$ cat src/design/assert_macros.svh
// assertion macros shared by the indent layout tracker
`ifndef ASSERT_MACROS_SVH
`define ASSERT_MACROS_SVH

// same-cycle implication, disabled while reset is asserted
`define ILT_ASSERT_IMP(lbl, clk, rst_n, ante, cons, msg) \
	lbl: assert property (@(posedge clk) disable iff (!rst_n) (ante) |-> (cons)) \
		else $error(msg);

// next-cycle implication, disabled while reset is asserted
`define ILT_ASSERT_NXT(lbl, clk, rst_n, ante, cons, msg) \
	lbl: assert property (@(posedge clk) disable iff (!rst_n) (ante) |=> (cons)) \
		else $error(msg);

`endif

$ cat src/design/ilt_pkg.sv
// shared constants, codes and helpers for the indent layout tracker
`timescale 1ns / 1ps

package ilt_pkg;

	localparam int STACK_DEPTH = 32;
	localparam int COLUMN_BITS = 16;
	localparam int MAX_RESULTS = 32;
	localparam int NRES_W      = $clog2(MAX_RESULTS + 1);
	localparam int FIELD_COL_W = 16;

	typedef logic [2:0] kind_t;
	typedef logic [1:0] req_t;
	typedef logic [1:0] ichar_t;

	// result kinds
	localparam kind_t K_NEWLINE  = 3'd0;
	localparam kind_t K_INDENT   = 3'd1;
	localparam kind_t K_UNINDENT = 3'd2;
	localparam kind_t K_ERROR    = 3'd3;
	localparam kind_t K_MIXED    = 3'd4;
	localparam kind_t K_PAREN    = 3'd5;
	localparam kind_t K_OVERFLOW = 3'd6;

	// request types
	localparam req_t REQ_CHAR  = 2'd0;
	localparam req_t REQ_OPEN  = 2'd1;
	localparam req_t REQ_CLOSE = 2'd2;
	localparam req_t REQ_END   = 2'd3;

	// first indentation character seen
	localparam ichar_t IC_NONE  = 2'd0;
	localparam ichar_t IC_SPACE = 2'd1;
	localparam ichar_t IC_TAB   = 2'd2;

	localparam logic [7:0] CH_TAB   = 8'd9;
	localparam logic [7:0] CH_NL    = 8'd10;
	localparam logic [7:0] CH_SPACE = 8'd32;

	function automatic logic is_ws(input logic [7:0] c);
		return c inside {[8'd9:8'd13], CH_SPACE};
	endfunction

endpackage

$ cat src/design/ilt_stack.sv
// indent column stack storage, one write port and one registered read port
`timescale 1ns / 1ps

module ilt_stack #(
	parameter int DEPTH = ilt_pkg::STACK_DEPTH,
	parameter int WIDTH = ilt_pkg::COLUMN_BITS,
	localparam int AW = $clog2(DEPTH)
) (
	input  logic             clk,
	input  logic             we,
	input  logic [AW-1:0]    waddr,
	input  logic [WIDTH-1:0] wdata,
	input  logic             re,
	input  logic [AW-1:0]    raddr,
	output logic [WIDTH-1:0] rdata
);

	logic [WIDTH-1:0] mem [DEPTH];
	logic [WIDTH-1:0] rdata_q;

	always_ff @(posedge clk) begin
		if (we) begin
			mem[waddr] <= wdata;
		end
	end

	always_ff @(posedge clk) begin
		if (re) begin
			rdata_q <= mem[raddr];
		end
	end

	assign rdata = rdata_q;

endmodule

$ cat src/design/indent_layout_tracker_unit.sv
// top level of the indent layout tracker: sequencer, line state and result buffering
`timescale 1ns / 1ps
//
// indent layout tracker (offside rule)
// request channel (req_valid / req_stall): one transaction per source character
//   between tokens, open paren, close paren (with the indent and mode saved at the
//   matching open) or end of input
// result channel (res_valid / res_stall): zero or more transactions per request,
//   the final one of a request carries last = 1
// a request passes through the drain, work, drain and fin states, plus a drain and wait
//   pair for every unindent popped and a wait for an entry popped by a close paren; each
//   pop is a registered stack memory read before the new top can be compared
// requests are processed one at a time; req_stall is high while one is in flight
// results go through a one-entry hold stage so the last flag can be set once the
//   request is done, then through the output register
// when res_stall is high the sequencer waits only when it needs to emit and both
//   the hold stage and the output register are full
// reset leaves the stack with its base entry (column 0), all line state cleared;
//   no clearing pass is needed since only written entries are ever read back
// after end of input every request is taken in idle and dropped until reset
//
module indent_layout_tracker_unit #(
	parameter int STACK_DEPTH = ilt_pkg::STACK_DEPTH,
	parameter int COLUMN_BITS = ilt_pkg::COLUMN_BITS
) (
	input  logic                clk,
	input  logic                arst_n,
	// request channel
	input  logic                req_valid,
	output logic                req_stall,
	input  logic [1:0]          req_type,
	input  logic [7:0]          char_code,
	input  logic [15:0]         restore_indent,
	input  logic                restore_setting,
	// result channel
	output logic                res_valid,
	input  logic                res_stall,
	output logic [2:0]          token_kind,
	output logic [15:0]         column,
	output logic [15:0]         saved_indent,
	output logic                saved_setting,
	output logic                last
);

`include "assert_macros.svh"

	localparam int AW = $clog2(STACK_DEPTH);
	localparam int CW = $clog2(STACK_DEPTH + 1);
	localparam int CB = COLUMN_BITS;
	localparam int FW = ilt_pkg::FIELD_COL_W;
	localparam int NW = ilt_pkg::NRES_W;

	// sequencer states
	localparam logic [2:0] S_IDLE   = 3'd0;  // waiting for a request
	localparam logic [2:0] S_DRAIN  = 3'd1;  // pop pending unindents
	localparam logic [2:0] S_WAITD  = 3'd2;  // stack read after a drain pop
	localparam logic [2:0] S_WORK   = 3'd3;  // the request's own work
	localparam logic [2:0] S_WAITU  = 3'd4;  // stack read after a line-start pop
	localparam logic [2:0] S_UNEMIT = 3'd5;  // report unindent or error
	localparam logic [2:0] S_FIN    = 3'd6;  // release held result with last set

	logic [2:0] state_q, state_d;
	logic       ph_q, ph_d;        // 0 before the work, 1 after
	logic [NW-1:0] nres_q, nres_d;

	// captured request
	logic [1:0]  type_q;
	logic [7:0]  char_q;
	logic [15:0] rind_q;
	logic        rset_q;

	// layout state; the stack itself lives in ilt_stack, its top is cached in top_q
	logic [CW-1:0] cnt_q, cnt_d;
	logic [CB-1:0] top_q, top_d;
	logic [CB-1:0] cur_q, cur_d;
	logic          lss_q, lss_d;   // line start pending
	logic          set_q, set_d;   // set-indent mode
	logic [CB-1:0] ws_q, ws_d;
	logic [1:0]    fic_q, fic_d;
	logic          ended_q, ended_d;

	// hold stage
	logic          hold_v_q;
	logic [2:0]    hold_kind_q;
	logic [FW-1:0] hold_col_q;
	logic [FW-1:0] hold_si_q;
	logic          hold_ss_q;

	// output register
	logic          res_valid_q;
	logic [2:0]    kind_q;
	logic [FW-1:0] col_q;
	logic [FW-1:0] si_q;
	logic          ss_q;
	logic          last_q;

	// stack port
	logic          mem_we;
	logic [AW-1:0] mem_waddr;
	logic [CB-1:0] mem_wdata;
	logic          mem_re;
	logic [AW-1:0] mem_raddr;
	logic [CB-1:0] rd_data;

	// emit request from the sequencer
	logic          em_req;
	logic [2:0]    em_kind;
	logic [CB-1:0] em_col;
	logic [CB-1:0] em_si;
	logic          em_ss;
	logic          em_fire;
	logic          emit_ok;
	logic          flush;

	logic [CB+FW-1:0] em_col_x;
	logic [CB+FW-1:0] em_si_x;
	logic [CB+FW-1:0] rind_x;
	logic [CB-1:0]    rind_c;
	logic [CW-1:0]    cnt_m2;
	logic [CB-1:0]    ws_inc;
	logic [1:0]       kind_k;
	logic             ch_ws;
	logic             ch_nl;
	logic             ch_ind;
	logic             push_ok;
	logic             drain_more;
	logic [NW-1:0]    lim;
	logic             do_settle;
	logic             base_settled;

	ilt_stack #(
		.DEPTH(STACK_DEPTH),
		.WIDTH(COLUMN_BITS)
	) u_stack (
		.clk   (clk),
		.we    (mem_we),
		.waddr (mem_waddr),
		.wdata (mem_wdata),
		.re    (mem_re),
		.raddr (mem_raddr),
		.rdata (rd_data)
	);

	// one request in flight at a time
	assign req_stall = (state_q != S_IDLE);

	// a new result can enter the hold stage if it is empty or its content can move on
	assign emit_ok = !hold_v_q || !res_valid_q || !res_stall;

	// column widths: internal COLUMN_BITS against the 16-bit fields
	assign rind_x = {{CB{1'b0}}, rind_q};
	assign rind_c = rind_x[CB-1:0];
	assign em_col_x = {{FW{1'b0}}, em_col};
	assign em_si_x  = {{FW{1'b0}}, em_si};

	assign cnt_m2  = cnt_q - CW'(2);
	assign push_ok = (cnt_q < CW'(STACK_DEPTH));
	assign lim     = ph_q ? NW'(ilt_pkg::MAX_RESULTS) : NW'(ilt_pkg::MAX_RESULTS - 1);
	assign drain_more = (cnt_q > CW'(1)) && (top_q > cur_q) && (nres_q < lim);

	// cached top is current except while a stack read is outstanding
	assign base_settled = (cnt_q == CW'(1)) && (state_q != S_WAITD) && (state_q != S_WAITU);

	// character classification
	assign ch_ws  = ilt_pkg::is_ws(char_q);
	assign ch_nl  = (char_q == ilt_pkg::CH_NL);
	assign ch_ind = (char_q == ilt_pkg::CH_SPACE) || (char_q == ilt_pkg::CH_TAB);
	assign kind_k = (char_q == ilt_pkg::CH_SPACE) ? ilt_pkg::IC_SPACE : ilt_pkg::IC_TAB;
	// leading whitespace count saturates at the column limit
	assign ws_inc = (ws_q != {CB{1'b1}}) ? ws_q + CB'(1) : ws_q;

	always_comb begin
		state_d   = state_q;
		ph_d      = ph_q;
		nres_d    = nres_q;
		cnt_d     = cnt_q;
		top_d     = top_q;
		cur_d     = cur_q;
		lss_d     = lss_q;
		set_d     = set_q;
		ws_d      = ws_q;
		fic_d     = fic_q;
		ended_d   = ended_q;
		em_req    = 1'b0;
		em_kind   = ilt_pkg::K_NEWLINE;
		em_col    = '0;
		em_si     = '0;
		em_ss     = 1'b0;
		flush     = 1'b0;
		do_settle = 1'b0;
		mem_we    = 1'b0;
		mem_waddr = cnt_q[AW-1:0];
		mem_wdata = cur_q;
		mem_re    = 1'b0;
		mem_raddr = cnt_m2[AW-1:0];

		case (state_q)
			S_IDLE: begin
				// after end of input requests are taken and dropped
				if (req_valid && !ended_q) begin
					state_d = S_DRAIN;
					ph_d    = 1'b0;
					nres_d  = '0;
				end
			end
			S_DRAIN: begin
				if (drain_more) begin
					em_req  = 1'b1;
					em_kind = ilt_pkg::K_UNINDENT;
					em_col  = cur_q;
					if (emit_ok) begin
						cnt_d   = cnt_q - CW'(1);
						mem_re  = 1'b1;
						state_d = S_WAITD;
					end
				end else if (!ph_q) begin
					state_d = S_WORK;
				end else begin
					state_d = S_FIN;
				end
			end
			S_WAITD: begin
				// base entry always holds column 0 and is never written
				top_d   = (cnt_q == CW'(1)) ? '0 : rd_data;
				state_d = S_DRAIN;
			end
			S_WORK: begin
				ph_d    = 1'b1;
				state_d = S_DRAIN;
				case (type_q)
					ilt_pkg::REQ_CHAR: begin
						if (ch_nl) begin
							lss_d = 1'b1;
							ws_d  = '0;
						end else if (ch_ws) begin
							if (lss_q) begin
								ws_d = ws_inc;
								if (ch_ind) begin
									if (fic_q == ilt_pkg::IC_NONE) begin
										fic_d = kind_k;
									end else if (fic_q != kind_k) begin
										em_req  = 1'b1;
										em_kind = ilt_pkg::K_MIXED;
										em_col  = ws_inc;
									end
								end
							end
						end else if (lss_q) begin
							do_settle = 1'b1;
						end
					end
					ilt_pkg::REQ_OPEN: begin
						em_req  = 1'b1;
						em_kind = ilt_pkg::K_PAREN;
						em_col  = cur_q;
						em_si   = cur_q;
						em_ss   = set_q;
						set_d   = 1'b1;
					end
					ilt_pkg::REQ_CLOSE: begin
						cur_d = rind_c;
						set_d = rset_q;
						if (!set_q && (cnt_q > CW'(1)) && (top_q == rind_c)) begin
							cnt_d   = cnt_q - CW'(1);
							mem_re  = 1'b1;
							state_d = S_WAITD;
						end
					end
					ilt_pkg::REQ_END: begin
						ended_d = 1'b1;
						if (lss_q) begin
							do_settle = 1'b1;
						end
					end
					default: begin
						state_d = S_DRAIN;
					end
				endcase

				// first non-whitespace character of a line
				if (do_settle) begin
					lss_d = 1'b0;
					if (set_q) begin
						// set-indent mode: save the old indent, take this column
						em_req  = 1'b1;
						em_kind = push_ok ? ilt_pkg::K_NEWLINE : ilt_pkg::K_OVERFLOW;
						em_col  = ws_q;
						cur_d   = ws_q;
						set_d   = 1'b0;
						if (push_ok) begin
							mem_we    = 1'b1;
							mem_wdata = cur_q;
							top_d     = cur_q;
							cnt_d     = cnt_q + CW'(1);
						end
					end else if (ws_q > cur_q) begin
						em_req  = 1'b1;
						em_kind = push_ok ? ilt_pkg::K_INDENT : ilt_pkg::K_OVERFLOW;
						em_col  = ws_q;
						cur_d   = ws_q;
						if (push_ok) begin
							mem_we    = 1'b1;
							mem_wdata = ws_q;
							top_d     = ws_q;
							cnt_d     = cnt_q + CW'(1);
						end
					end else if (ws_q < top_q) begin
						// pop, then compare against the new top to tell error from unindent
						cur_d = ws_q;
						if (cnt_q > CW'(1)) begin
							cnt_d   = cnt_q - CW'(1);
							mem_re  = 1'b1;
							state_d = S_WAITU;
						end else begin
							state_d = S_UNEMIT;
						end
					end else begin
						em_req  = 1'b1;
						em_kind = ilt_pkg::K_NEWLINE;
						em_col  = cur_q;
					end
				end

				// result path full: retry the whole step next cycle
				if (em_req && !emit_ok) begin
					state_d = state_q;
					ph_d    = ph_q;
					cnt_d   = cnt_q;
					top_d   = top_q;
					cur_d   = cur_q;
					lss_d   = lss_q;
					set_d   = set_q;
					ws_d    = ws_q;
					fic_d   = fic_q;
					ended_d = ended_q;
					mem_we  = 1'b0;
					mem_re  = 1'b0;
				end
			end
			S_WAITU: begin
				top_d   = (cnt_q == CW'(1)) ? '0 : rd_data;
				state_d = S_UNEMIT;
			end
			S_UNEMIT: begin
				em_req  = 1'b1;
				em_kind = (top_q < cur_q) ? ilt_pkg::K_ERROR : ilt_pkg::K_UNINDENT;
				em_col  = cur_q;
				if (emit_ok) begin
					ph_d    = 1'b1;
					state_d = S_DRAIN;
				end
			end
			S_FIN: begin
				if (!hold_v_q || !res_valid_q || !res_stall) begin
					flush   = hold_v_q;
					state_d = S_IDLE;
				end
			end
			default: begin
				state_d = S_IDLE;
			end
		endcase

		em_fire = em_req && emit_ok;
		if (em_fire) begin
			nres_d = nres_q + NW'(1);
		end
	end

	// control state
	always_ff @(posedge clk or negedge arst_n) begin
		if (!arst_n) begin
			state_q     <= S_IDLE;
			ph_q        <= 1'b0;
			nres_q      <= '0;
			cnt_q       <= CW'(1);
			top_q       <= '0;
			cur_q       <= '0;
			lss_q       <= 1'b0;
			set_q       <= 1'b0;
			ws_q        <= '0;
			fic_q       <= ilt_pkg::IC_NONE;
			ended_q     <= 1'b0;
			hold_v_q    <= 1'b0;
			res_valid_q <= 1'b0;
		end else begin
			state_q <= state_d;
			ph_q    <= ph_d;
			nres_q  <= nres_d;
			cnt_q   <= cnt_d;
			top_q   <= top_d;
			cur_q   <= cur_d;
			lss_q   <= lss_d;
			set_q   <= set_d;
			ws_q    <= ws_d;
			fic_q   <= fic_d;
			ended_q <= ended_d;

			if (em_fire) begin
				hold_v_q <= 1'b1;
			end else if (flush) begin
				hold_v_q <= 1'b0;
			end

			if ((em_fire && hold_v_q) || flush) begin
				res_valid_q <= 1'b1;
			end else if (res_valid_q && !res_stall) begin
				res_valid_q <= 1'b0;
			end
		end
	end

	// payload registers
	always_ff @(posedge clk) begin
		if (req_valid && !req_stall) begin
			type_q <= req_type;
			char_q <= char_code;
			rind_q <= restore_indent;
			rset_q <= restore_setting;
		end

		// a new result pushes the held one out, which was not the last; the flush moves it out with last set
		if ((em_fire && hold_v_q) || flush) begin
			kind_q <= hold_kind_q;
			col_q  <= hold_col_q;
			si_q   <= hold_si_q;
			ss_q   <= hold_ss_q;
			last_q <= flush;
		end

		if (em_fire) begin
			hold_kind_q <= em_kind;
			hold_col_q  <= em_col_x[FW-1:0];
			hold_si_q   <= em_si_x[FW-1:0];
			hold_ss_q   <= em_ss;
		end
	end

	assign res_valid     = res_valid_q;
	assign token_kind    = kind_q;
	assign column        = col_q;
	assign saved_indent  = si_q;
	assign saved_setting = ss_q;
	assign last          = last_q;

	// stack depth stays between the base entry and full
	`ILT_ASSERT_IMP(a_cnt_range, clk, arst_n, 1'b1, (cnt_q != '0) && (cnt_q <= CW'(STACK_DEPTH)), "stack count out of range")
	// with only the base entry left the cached top is column 0
	`ILT_ASSERT_IMP(a_base_top, clk, arst_n, base_settled, top_q == '0, "base entry top not zero")
	// no result may be left in the hold stage between requests
	`ILT_ASSERT_IMP(a_idle_hold, clk, arst_n, state_q == S_IDLE, !hold_v_q, "held result left at idle")
	// every stack read is consumed by a wait state in the next cycle
	`ILT_ASSERT_NXT(a_pop_wait, clk, arst_n, mem_re, (state_q == S_WAITD) || (state_q == S_WAITU), "stack read not followed by wait")

endmodule

$ cat config.mk
export PLATFORM = sky130hd
export DESIGN_NAME = indent_layout_tracker_unit
export DESIGN_NICKNAME = d
export VERILOG_FILES = /design/src/design/ilt_pkg.sv /design/src/design/ilt_stack.sv /design/src/design/indent_layout_tracker_unit.sv
export VERILOG_INCLUDE_DIRS = /design/src /design/src/design
export SDC_FILE = /design/constraint.sdc
export NUM_CORES = 1
export LEC_CHECK = 0
export BUFFER_PORTS_ARGS = -buffer_cell sky130_fd_sc_hd__buf_2
export CAP_MARGIN = 20
export CORE_MARGIN = 8
export CORE_UTILIZATION = 50
export CTS_BUF_LIST = sky130_fd_sc_hd__clkbuf_4
export DETAILED_ROUTE_END_ITERATION = 10
export GPL_ROUTABILITY_DRIVEN = 0
export HOLD_SLACK_MARGIN = 0.15
export PLACE_DENSITY = 0.78
export SETUP_SLACK_MARGIN = 0.4
export SYNTH_ARGS = -nofsm -noshare
export SYNTH_HDL_FRONTEND = slang
export SYNTH_SLANG_ARGS = --single-unit
$ cat constraint.sdc
create_clock -name clk -period 7.75 [get_ports clk]
set_clock_uncertainty 0.1 [all_clocks]
set_input_delay 0.775 -clock clk [delete_from_list [all_inputs] [get_ports clk]]
set_output_delay 0.775 -clock clk [all_outputs]
set_load 0.1 [all_outputs]
==> metrics.md, run 1 <==
| Metric | Value |
|---|---|
| Result of the run | `finished, final reports clean` |
| Class of the most critical hold timing path | `flip-flop to flip-flop` |
| Total number of clock tree sinks | `699` |
| Non-Filler Instances | `2,960` |
| Launch point of the worst hold path | `hold_col_q[12]` |
| Instance count of the mapped netlist | `1,803` |
| Number of cells traversed by the worst hold path | `0` |
| Cell with the most instances after synthesis | `sky130_fd_sc_hd__edfxtp_1` |
| Remaining number of nets flagged by the antenna check after routing | `0` |
| Proportion of netlist area held by the largest area contributor | `0.625` |
| Fraction of final layout cells sized beyond drive strength 1 | `0.295` |
| Count of distinct cell types in the synthesized netlist | `94` |
| Gr usage total | `0.221` |
| R2r setup slk | `3.38 ns` |
| Maximum fanout along the worst path | `14` |
| Count of nets after finishing | `2,145` |
| Synth top cells by count | `628 x sky130_fd_sc_hd__edfxtp_1, 160 x sky130_fd_sc_hd__mux4_2, 98 x sky130_fd_sc_hd__nor2_1` |
| Antenna violations before repair | `2` |
| Detail Placement HPWL | `46,100 um` |
| Number of flip-flops and latches in the synthesized netlist | `699` |
| Input/output buffers | `69` |
| Number of warnings printed during yosys synthesis | `0` |
| R2r endpoint | `ws_q[5]` |
| Overflow left after global routing | `0` |
| Power density cells | `409 nW/um^2` |
| Pins Over Slew Limit | `0` |
| Root Buffer Master | `sky130_fd_sc_hd__clkbuf_4` |
| Routed length per placed instance | `25.4 um` |
| Cell types with the largest area share after synthesis | `sky130_fd_sc_hd__edfxtp_1 63%, sky130_fd_sc_hd__mux4_2 12%, sky130_fd_sc_hd__dfrtp_1 5.8%` |
| Worst-case hold path end point | `column[12]` |
| Chip Height | `262 um` |
| Post-CTS Setup Inserts | `0` |
| Initial cell density of the core | `0.503` |
| Critical Setup Path Class | `flip-flop to flip-flop` |
| Area growth from synthesis to layout | `13.6%` |
| Area of the placeable core | `60,000 sq um` |
| Share of synthesized registers carrying an async set or reset | `0.102` |
| First-pass detailed-route iteration total | `7` |
| Data arrival time of the critical path | `5.09 ns` |
| Startpoint of the worst register-to-register path | `ws_q[13]` |
| Clock tree from TritonCTS | `yes` |
| Sequence of cells on the critical path | `ha_1 -> nand4_2 -> o21bai_1 -> nor4_1 -> a31o_1 -> a211oi_2 -> nor2_2 -> nand2_1 -> o21ai_0 -> o31ai_2` |
| Clock latency on the worst-skew pair | `0.98 ns` |
| Number of failing hold endpoints at the final stage | `0` |
| Post-layout total power | `14.0 mW` |
| Mapped Area | `30,200 sq um` |
| Seq/Total Area, Yosys | `0.684` |
| Critical path startpoint category | `flip-flop` |
| Average size of a mapped cell | `16.7 sq um` |
| Number of buffers created by CTS | `173` |
| Initial DRC count | `2,161` |
| Site Rows | `90` |
| Biggest area consumer among synthesized cells | `sky130_fd_sc_hd__edfxtp_1` |
| Routed via count divided by cell count | `6.21` |
| Die outline area | `68,500 sq um` |
| RSZ-0062 raised after global routing | `no` |
| Number of cell instances on the worst register-to-register path | `10` |
| Max-Cap Viols | `0` |
| Min Clock Period, post-route | `4.37 ns` |
| Post-synth EDFFs | `628` |
| Headroom to the max-slew limit | `0.215` |
| Count of cells resized by post-cts repair | `0` |
| Leakage | `11.9 nW` |
| Summed negative setup slack over all endpoints | `0 ns` |
| Required time of the critical path | `8.46 ns` |
| Vias in the first global route | `18,410` |
| Clock input transition at the sequential cells of the worst setup and hold paths | `0.07 ns` |
| Slew at the pin with the worst max-slew slack | `1.17 ns` |
| Placed cells | `2,620` |
| Number of buffers inserted by hold repair at cts | `29` |
| Maximum clock insertion buffer count | `3` |
| Post-route fraction of the period consumed by the critical path | `0.564` |
| Global-route wire length before repair | `112,000 um` |
| H-tree Lvls | `4` |
| Top-level port count | `70` |
| Number of endpoints failing setup at the final stage | `0` |
| Worst path max stage delay | `0.61 ns` |
| Total via count after detailed routing | `18,392` |
| Predominant post-synthesis flop cell | `sky130_fd_sc_hd__edfxtp_1` |
| Maximum vdd ir drop | `0.243 mV` |
| Count of unresolved DRC violations after routing | `0` |
| Die boundary width | `262 um` |
| Largest net degree at the start of global routing | `79` |
| DRT Wirelength | `75,200 um` |
| Endpoint kind of the worst setup timing path | `flip-flop` |
| Cell type of the slowest stage on the worst timing path | `sky130_fd_sc_hd__dfrtp_1` |
| Mapped Nets | `1,901` |
| Top achievable clock speed | `0.229 GHz` |
cell type report:
type	count	area (sq um)
Fill cell	4452	25700
Sequential cell	699	20600
Multi-Input combinational cell	950	8960
Clock buffer	244	1830
Timing Repair Buffer	166	1200
Tap cell	782	978
Clock inverter	61	445
Inverter	57	214
Antenna cell	1	2.50
cell usage in the layout, fill, tap and decap left out, drive strengths merged, types with 13 or more instances in the layout:
| cell type | count |
|---|---|
| nor3 | 33 |
| mux2 | 17 |
| buf | 137 |
| dlygate4sd3 | 29 |
| ha | 67 |
| nand3 | 23 |
| clkinv | 49 |
| xnor2 | 21 |
| mux2i | 19 |
| o21ai | 104 |
| nand2 | 98 |
| clkbuf | 244 |
| nor2b | 13 |
| edfxtp | 628 |
| a22oi | 38 |
| inv | 62 |
| mux4 | 160 |
| nor2 | 102 |
| a21oi | 72 |
| nand4 | 17 |
| dfrtp | 70 |
sequential cells by signal (all words and copies together), names as in the netlist, 6 cells and up:
register,flops
u_stack.mem,512
column,16
cur_q,16
hold_col_q,16
hold_si_q,16
rind_c,16
saved_indent,16
top_q,16
u_stack.rdata,16
ws_q,16
char_q,8
cnt_q,6
nres_q,6
cell families (layout without fill, tap and decap cells):
kind of cell	count (synthesis)	count (layout)	synth area share
xor gates and xnor gates	33	33	0.00958
and+or+nand+nor	343	343	0.0567
buffers and inverters	154	528	0.0214
muxes	196	196	0.132
DFF	699	699	0.684
adders and majority gates	67	67	0.0278
other	0	1	0
AOI/OAI and AO/OA	311	311	0.0685
worst max-delay path: cells and delay by family (launching register included):
family | cells | cell delay, ns
and+or+nand+nor | 4 | 1.76
AOI/OAI and AO/OA | 5 | 1.39
DFF | 1 | 0.61
adders and majority gates | 1 | 0.34
routing by layer:
layer	track usage	up-vias	wire length, um
met4	0.112	0	3320
li1	-	7807	-
met5	0	-	0
met1	0.275	9128	27400
met3	0.0561	222	7840
met2	0.360	1235	36600
power breakdown:
group          leakage [nW]  switching (mW)  internal, mW
Sequential             6.62           0.480          5.13
Combinational          3.93            3.43          1.87
Clock                  1.34            1.46          1.66
Total                  11.9            5.37          8.66
stage by stage:
step	worst slack, ns	instance area [sq um]	utilization	hold slack (ns)
after floorplan	3.80	30200	-	0.300
after global placement	3.62	31600	0.526	0.301
after detailed placement	3.46	31600	0.527	0.305
after CTS	3.45	34200	0.570	0.289
after global routing	3.05	34300	0.571	0.326
final	3.38	34300	0.571	0.316
worst max path at each step:
stage                  start         to  slack [ns]  cells after the start
finish              ws_q[13]    ws_q[5]        3.38                     10
global route        cnt_q[0]  nres_q[2]        3.05                     13
CTS                 cnt_q[0]  nres_q[2]        3.45                     13
detailed placement  cnt_q[0]  nres_q[2]        3.46                     13
global placement    cnt_q[0]  nres_q[2]        3.62                     13
floorplan           cnt_q[1]  column[0]        3.80                     12
No activity file was read; power rests on OpenSTA's default activity.
==> run 2: changes to the inputs <==
--- a/config.mk
+++ b/config.mk
@@ -6,6 +6,7 @@
 export SDC_FILE = /design/constraint.sdc
 export NUM_CORES = 1
 export LEC_CHECK = 0
+export ABC_AREA = 1
 export BUFFER_PORTS_ARGS = -buffer_cell sky130_fd_sc_hd__buf_2
 export CAP_MARGIN = 20
 export CORE_MARGIN = 8
@@ -14,7 +15,7 @@
 export DETAILED_ROUTE_END_ITERATION = 10
 export GPL_ROUTABILITY_DRIVEN = 0
 export HOLD_SLACK_MARGIN = 0.15
-export PLACE_DENSITY = 0.78
+export PLACE_DENSITY = 0.81
 export SETUP_SLACK_MARGIN = 0.4
 export SYNTH_ARGS = -nofsm -noshare
 export SYNTH_HDL_FRONTEND = slang
==> constraint.sdc (replaced) <==
create_clock -name clk -period 3.6 [get_ports clk]
set_clock_uncertainty 0.1 [all_clocks]
set_input_delay 0.36 -clock clk [delete_from_list [all_inputs] [get_ports clk]]
set_output_delay 0.36 -clock clk [all_outputs]
set_load 0.1 [all_outputs]
==> run 2 against run 1 <==
Synthesized cell count rose by 53%. Non-clock buffer count increased by 143. Cell area up 7.5%. Critical endpoint is now u_stack.mem[24][2]. Flip-flop and latch count is the same. Hold slack got worse by 0.0057 ns. First-iteration DRC count grew 90%. Critical path depth grew 5. Power is 130% higher. Via count up 35%. Utilization is 2.7 points higher. Synthesized area rose by 3.2%.
==> metrics.md, run 2 <==
| Metric | Value |
|---|---|
| Initial cell density of the core | `0.505 (was 0.503)` |
| Total number of clock tree sinks | `699 (unchanged)` |
| Die outline area | `70,500 sq um (was 68,500 sq um)` |
| Predominant post-synthesis flop cell | `sky130_fd_sc_hd__edfxtp_1 (unchanged)` |
| Clock latency on the worst-skew pair | `1.03 ns (was 0.98 ns)` |
| Share of synthesized registers carrying an async set or reset | `0.102 (unchanged)` |
| Overflow left after global routing | `0 (unchanged)` |
| Most flop-heavy register | `u_stack.mem (unchanged)` |
| Required time of the critical path | `4.19 ns (was 8.46 ns)` |
| Site Rows | `91 (was 90)` |
| Most common cell after layout, fill and taps aside | `sky130_fd_sc_hd__edfxtp_1 (unchanged)` |
| Number of cell instances on the worst register-to-register path | `15 (was 10)` |
| Endpoint kind of the worst setup timing path | `flip-flop (unchanged)` |
| Most frequent cells in the layout | `628 x sky130_fd_sc_hd__edfxtp_1, 392 x sky130_fd_sc_hd__nor2_1, 367 x sky130_fd_sc_hd__o21ai_0, 348 x sky130_fd_sc_hd__nand2_1, 249 x sky130_fd_sc_hd__clkbuf_4 (was 628 x sky130_fd_sc_hd__edfxtp_1, 244 x sky130_fd_sc_hd__clkbuf_4, 160 x sky130_fd_sc_hd__mux4_2, 97 x sky130_fd_sc_hd__nand2_1, 97 x sky130_fd_sc_hd__nor2_1)` |
| Area growth from synthesis to layout | `18.4% (was 13.6%)` |
| Pins Over Slew Limit | `0 (unchanged)` |
| Sequence of cells on the critical path | `ha_1 -> nand2_1 -> nor3_2 -> nand4_1 -> nand2_4 -> nand3_4 -> nand2_4 -> nand2_2 -> nand2_2 -> nand2_4 -> nor2_8 -> buf_4 -> nand2_8 -> nor2_2 -> buf_6 (was ha_1 -> nand4_2 -> o21bai_1 -> nor4_1 -> a31o_1 -> a211oi_2 -> nor2_2 -> nand2_1 -> o21ai_0 -> o31ai_2)` |
| Mapped Area | `31,100 sq um (was 30,200 sq um)` |
| Initial DRC count | `4,101 (was 2,161)` |
| Average size of a mapped cell | `11.3 sq um (was 16.7 sq um)` |
| Number of cells on the critical path | `15 (was 10)` |
| Result of the run | `finished, final reports clean (unchanged)` |
| Headroom to the max-slew limit | `0.440 (was 0.215)` |
| Routed via count divided by cell count | `6.12 (was 6.21)` |
| Root Buffer Master | `sky130_fd_sc_hd__clkbuf_4 (unchanged)` |
| Proportion of netlist area held by the largest area contributor | `0.606 (was 0.625)` |
| Number of flip-flops and latches in the synthesized netlist | `699 (unchanged)` |
| R2r setup slk | `0.40 ns (was 3.38 ns)` |
| Clock tree from TritonCTS | `yes (unchanged)` |
| Total via count after detailed routing | `24,812 (was 18,392)` |
| Count of unresolved DRC violations after routing | `0 (unchanged)` |
| Synth top cells by count | `628 x sky130_fd_sc_hd__edfxtp_1, 413 x sky130_fd_sc_hd__nor2_1, 385 x sky130_fd_sc_hd__o21ai_0 (was 628 x sky130_fd_sc_hd__edfxtp_1, 160 x sky130_fd_sc_hd__mux4_2, 98 x sky130_fd_sc_hd__nor2_1)` |
| Data arrival time of the critical path | `3.79 ns (was 5.09 ns)` |
| Max-Cap Viols | `0 (unchanged)` |
| Mapped Nets | `2,861 (was 1,901)` |
| H-tree Lvls | `4 (unchanged)` |
| Largest net degree at the start of global routing | `169 (was 79)` |
| Number of flip-flops under the largest register name | `512 (unchanged)` |
| Instance count of the mapped netlist | `2,763 (was 1,803)` |
| Min Clock Period, post-route | `3.20 ns (was 4.37 ns)` |
| Maximum vdd ir drop | `0.799 mV (was 0.243 mV)` |
| Leakage | `13.5 nW (was 11.9 nW)` |
| Slew at the pin with the worst max-slew slack | `0.840 ns (was 1.17 ns)` |
| Cell with the most instances after synthesis | `sky130_fd_sc_hd__edfxtp_1 (unchanged)` |
| Top-level port count | `70 (unchanged)` |
| Maximum clock insertion buffer count | `3 (unchanged)` |
| Cell class contributing the biggest share of worst-path delay | `simple AND/OR/NAND/NOR gates (unchanged)` |
| Buf/Inv on CP | `2 (was 0)` |
| Cell type of the slowest stage on the worst timing path | `sky130_fd_sc_hd__dfrtp_2 (was sky130_fd_sc_hd__dfrtp_1)` |
| Top achievable clock speed | `0.313 GHz (was 0.229 GHz)` |
| Chip Height | `265 um (was 262 um)` |
| Critical path startpoint category | `flip-flop (unchanged)` |
| Area of the placeable core | `61,600 sq um (was 60,000 sq um)` |
| Number of endpoints failing setup at the final stage | `0 (unchanged)` |
| Summed negative setup slack over all endpoints | `0 ns (unchanged)` |
| Biggest area consumer among synthesized cells | `sky130_fd_sc_hd__edfxtp_1 (unchanged)` |
| Seq/Total Area, Yosys | `0.663 (was 0.684)` |
| Gr usage total | `0.252 (was 0.221)` |
| Global-route wire length before repair | `137,000 um (was 112,000 um)` |
| Number of failing hold endpoints at the final stage | `0 (unchanged)` |
| Post-synth EDFFs | `628 (unchanged)` |
| CP startpoint | `ws_q[7] (was ws_q[13])` |
| Count of nets after finishing | `3,176 (was 2,145)` |
| Fraction of final layout cells sized beyond drive strength 1 | `0.199 (was 0.295)` |
| Placed cells | `3,651 (was 2,620)` |
| Clock input transition at the sequential cells of the worst setup and hold paths | `0.06 ns (was 0.07 ns)` |
| DRT Wirelength | `92,700 um (was 75,200 um)` |
| Cell types with the largest area share after synthesis | `sky130_fd_sc_hd__edfxtp_1 61%, sky130_fd_sc_hd__o21ai_0 6.2%, sky130_fd_sc_hd__dfrtp_1 5.6% (was sky130_fd_sc_hd__edfxtp_1 63%, sky130_fd_sc_hd__mux4_2 12%, sky130_fd_sc_hd__dfrtp_1 5.8%)` |
| Number of warnings printed during yosys synthesis | `0 (unchanged)` |
| Die boundary width | `265 um (was 262 um)` |
| Worst path max stage delay | `0.47 ns (was 0.61 ns)` |
| Vias in the first global route | `23,475 (was 18,410)` |
| Antenna violations before repair | `2 (unchanged)` |
| Class of the most critical hold timing path | `flip-flop to flip-flop (unchanged)` |
| Startpoint of the worst register-to-register path | `ws_q[7] (was ws_q[13])` |
| Critical path destination | `u_stack.mem[24][2] (was ws_q[5])` |
| Most Frequent Cell on Critical Path | `sky130_fd_sc_hd__nand2_4` |
| Input/output buffers | `69 (unchanged)` |
| Number of buffers created by CTS | `170 (was 173)` |
| Power density cells | `873 nW/um^2 (was 409 nW/um^2)` |
| RSZ-0062 raised after global routing | `yes (was no)` |
| First-pass detailed-route iteration total | `7 (unchanged)` |
| Maximum fanout along the worst path | `9 (was 14)` |
| Count of distinct cell types in the synthesized netlist | `53 (was 94)` |
| Post-route fraction of the period consumed by the critical path | `0.888 (was 0.564)` |
| R2r endpoint | `u_stack.mem[24][2] (was ws_q[5])` |
| Remaining number of nets flagged by the antenna check after routing | `0 (unchanged)` |
| Routed length per placed instance | `22.9 um (was 25.4 um)` |
| Critical Setup Path Class | `flip-flop to flip-flop (unchanged)` |
| Non-Filler Instances | `4,052 (was 2,960)` |
| Detail Placement HPWL | `56,800 um (was 46,100 um)` |
run 2: cell count changes in the layout (fill, tap and decap cells not counted), moves of 30 or more:
cell / change
sky130_fd_sc_hd__nor2_1: +295
sky130_fd_sc_hd__o21ai_0: +295
sky130_fd_sc_hd__nand2_1: +251
sky130_fd_sc_hd__mux4_2: -160
sky130_fd_sc_hd__o221ai_1: +97
sky130_fd_sc_hd__nand3_1: +94
sky130_fd_sc_hd__inv_1: +64
sky130_fd_sc_hd__buf_4: +62
sky130_fd_sc_hd__o211ai_1: +52
sky130_fd_sc_hd__o22ai_1: +42
sky130_fd_sc_hd__a22oi_1: -37
sky130_fd_sc_hd__buf_6: +33
sky130_fd_sc_hd__dlygate4sd3_1: +30
run 2: worst min path at each step:
stage | slack [ns] | start | endpoint | cells past startpoint
2_1_floorplan | -0.04 | arst_n | cnt_q[1] | 0
3_3_place_gp | 0.30 | hold_si_q[5] | saved_indent[5] | 0
3_5_place_dp | 0.30 | hold_si_q[4] | saved_indent[4] | 0
4_1_cts | 0.31 | req_valid | ph_q | 7
5_1_grt | 0.31 | hold_col_q[5] | column[5] | 0
6_report | 0.31 | hold_col_q[5] | column[5] | 0
run 2: what timing repair did:
item | 4_1_cts | 5_1_grt
gates resized for setup | 32 | 88
hold buffers | 60 | 0
gates cloned | 0 | 11
buffers inserted | 2 | 19
hold endpoints to repair | 138 | 0
pin swaps | 2 | 11
endpoints found under the setup margin | 547 | 945
run 2: final cells by class:
type	count	area, sq um
Clock inverter	58	318
Timing Repair Buffer	309	2740
Fill cell	4578	24700
Inverter	139	543
Tap cell	837	1050
Clock buffer	248	1860
Antenna cell	3	7.51
Multi-Input combinational cell	1759	9690
Sequential cell	699	20600
run 2: cell families after synthesis:
group,Yosys count,synth area share
buffers and inverters,305,0.0385
DFF,699,0.663
AOI/OAI and AO/OA,716,0.138
xor gates and xnor gates,15,0.00422
adders and majority gates,67,0.0269
and+or+nand+nor,961,0.129
run 2: routing by layer:
layer,part of all wire,vias up,GRT usage
li1,-,10812,-
met1,0.36,11457,0.319
met2,0.46,2120,0.394
met3,0.13,423,0.0609
met4,0.061,0,0.149
met5,0,-,0
run 2: report_power, final:
group / internal [mW] / switching [mW]
Combinational: 3.70 / 10.9
Sequential: 10.6 / 0.451
Clock: 3.28 / 3.24
Total: 17.6 / 14.6
run 2: per-stage QoR:
step,power (mW),hold WS [ns],instance area [sq um],utilization,worst slack [ns]
global route,33.5,0.311,36900,0.598,0.318
finish,32.2,0.310,36900,0.598,0.402
floorplan,19.9,-0.0356,31300,-,0.0355
detailed placement,24.8,0.305,33400,0.542,0.292
CTS,31.4,0.308,36300,0.590,0.354
global placement,24.5,0.301,33400,0.542,0.378
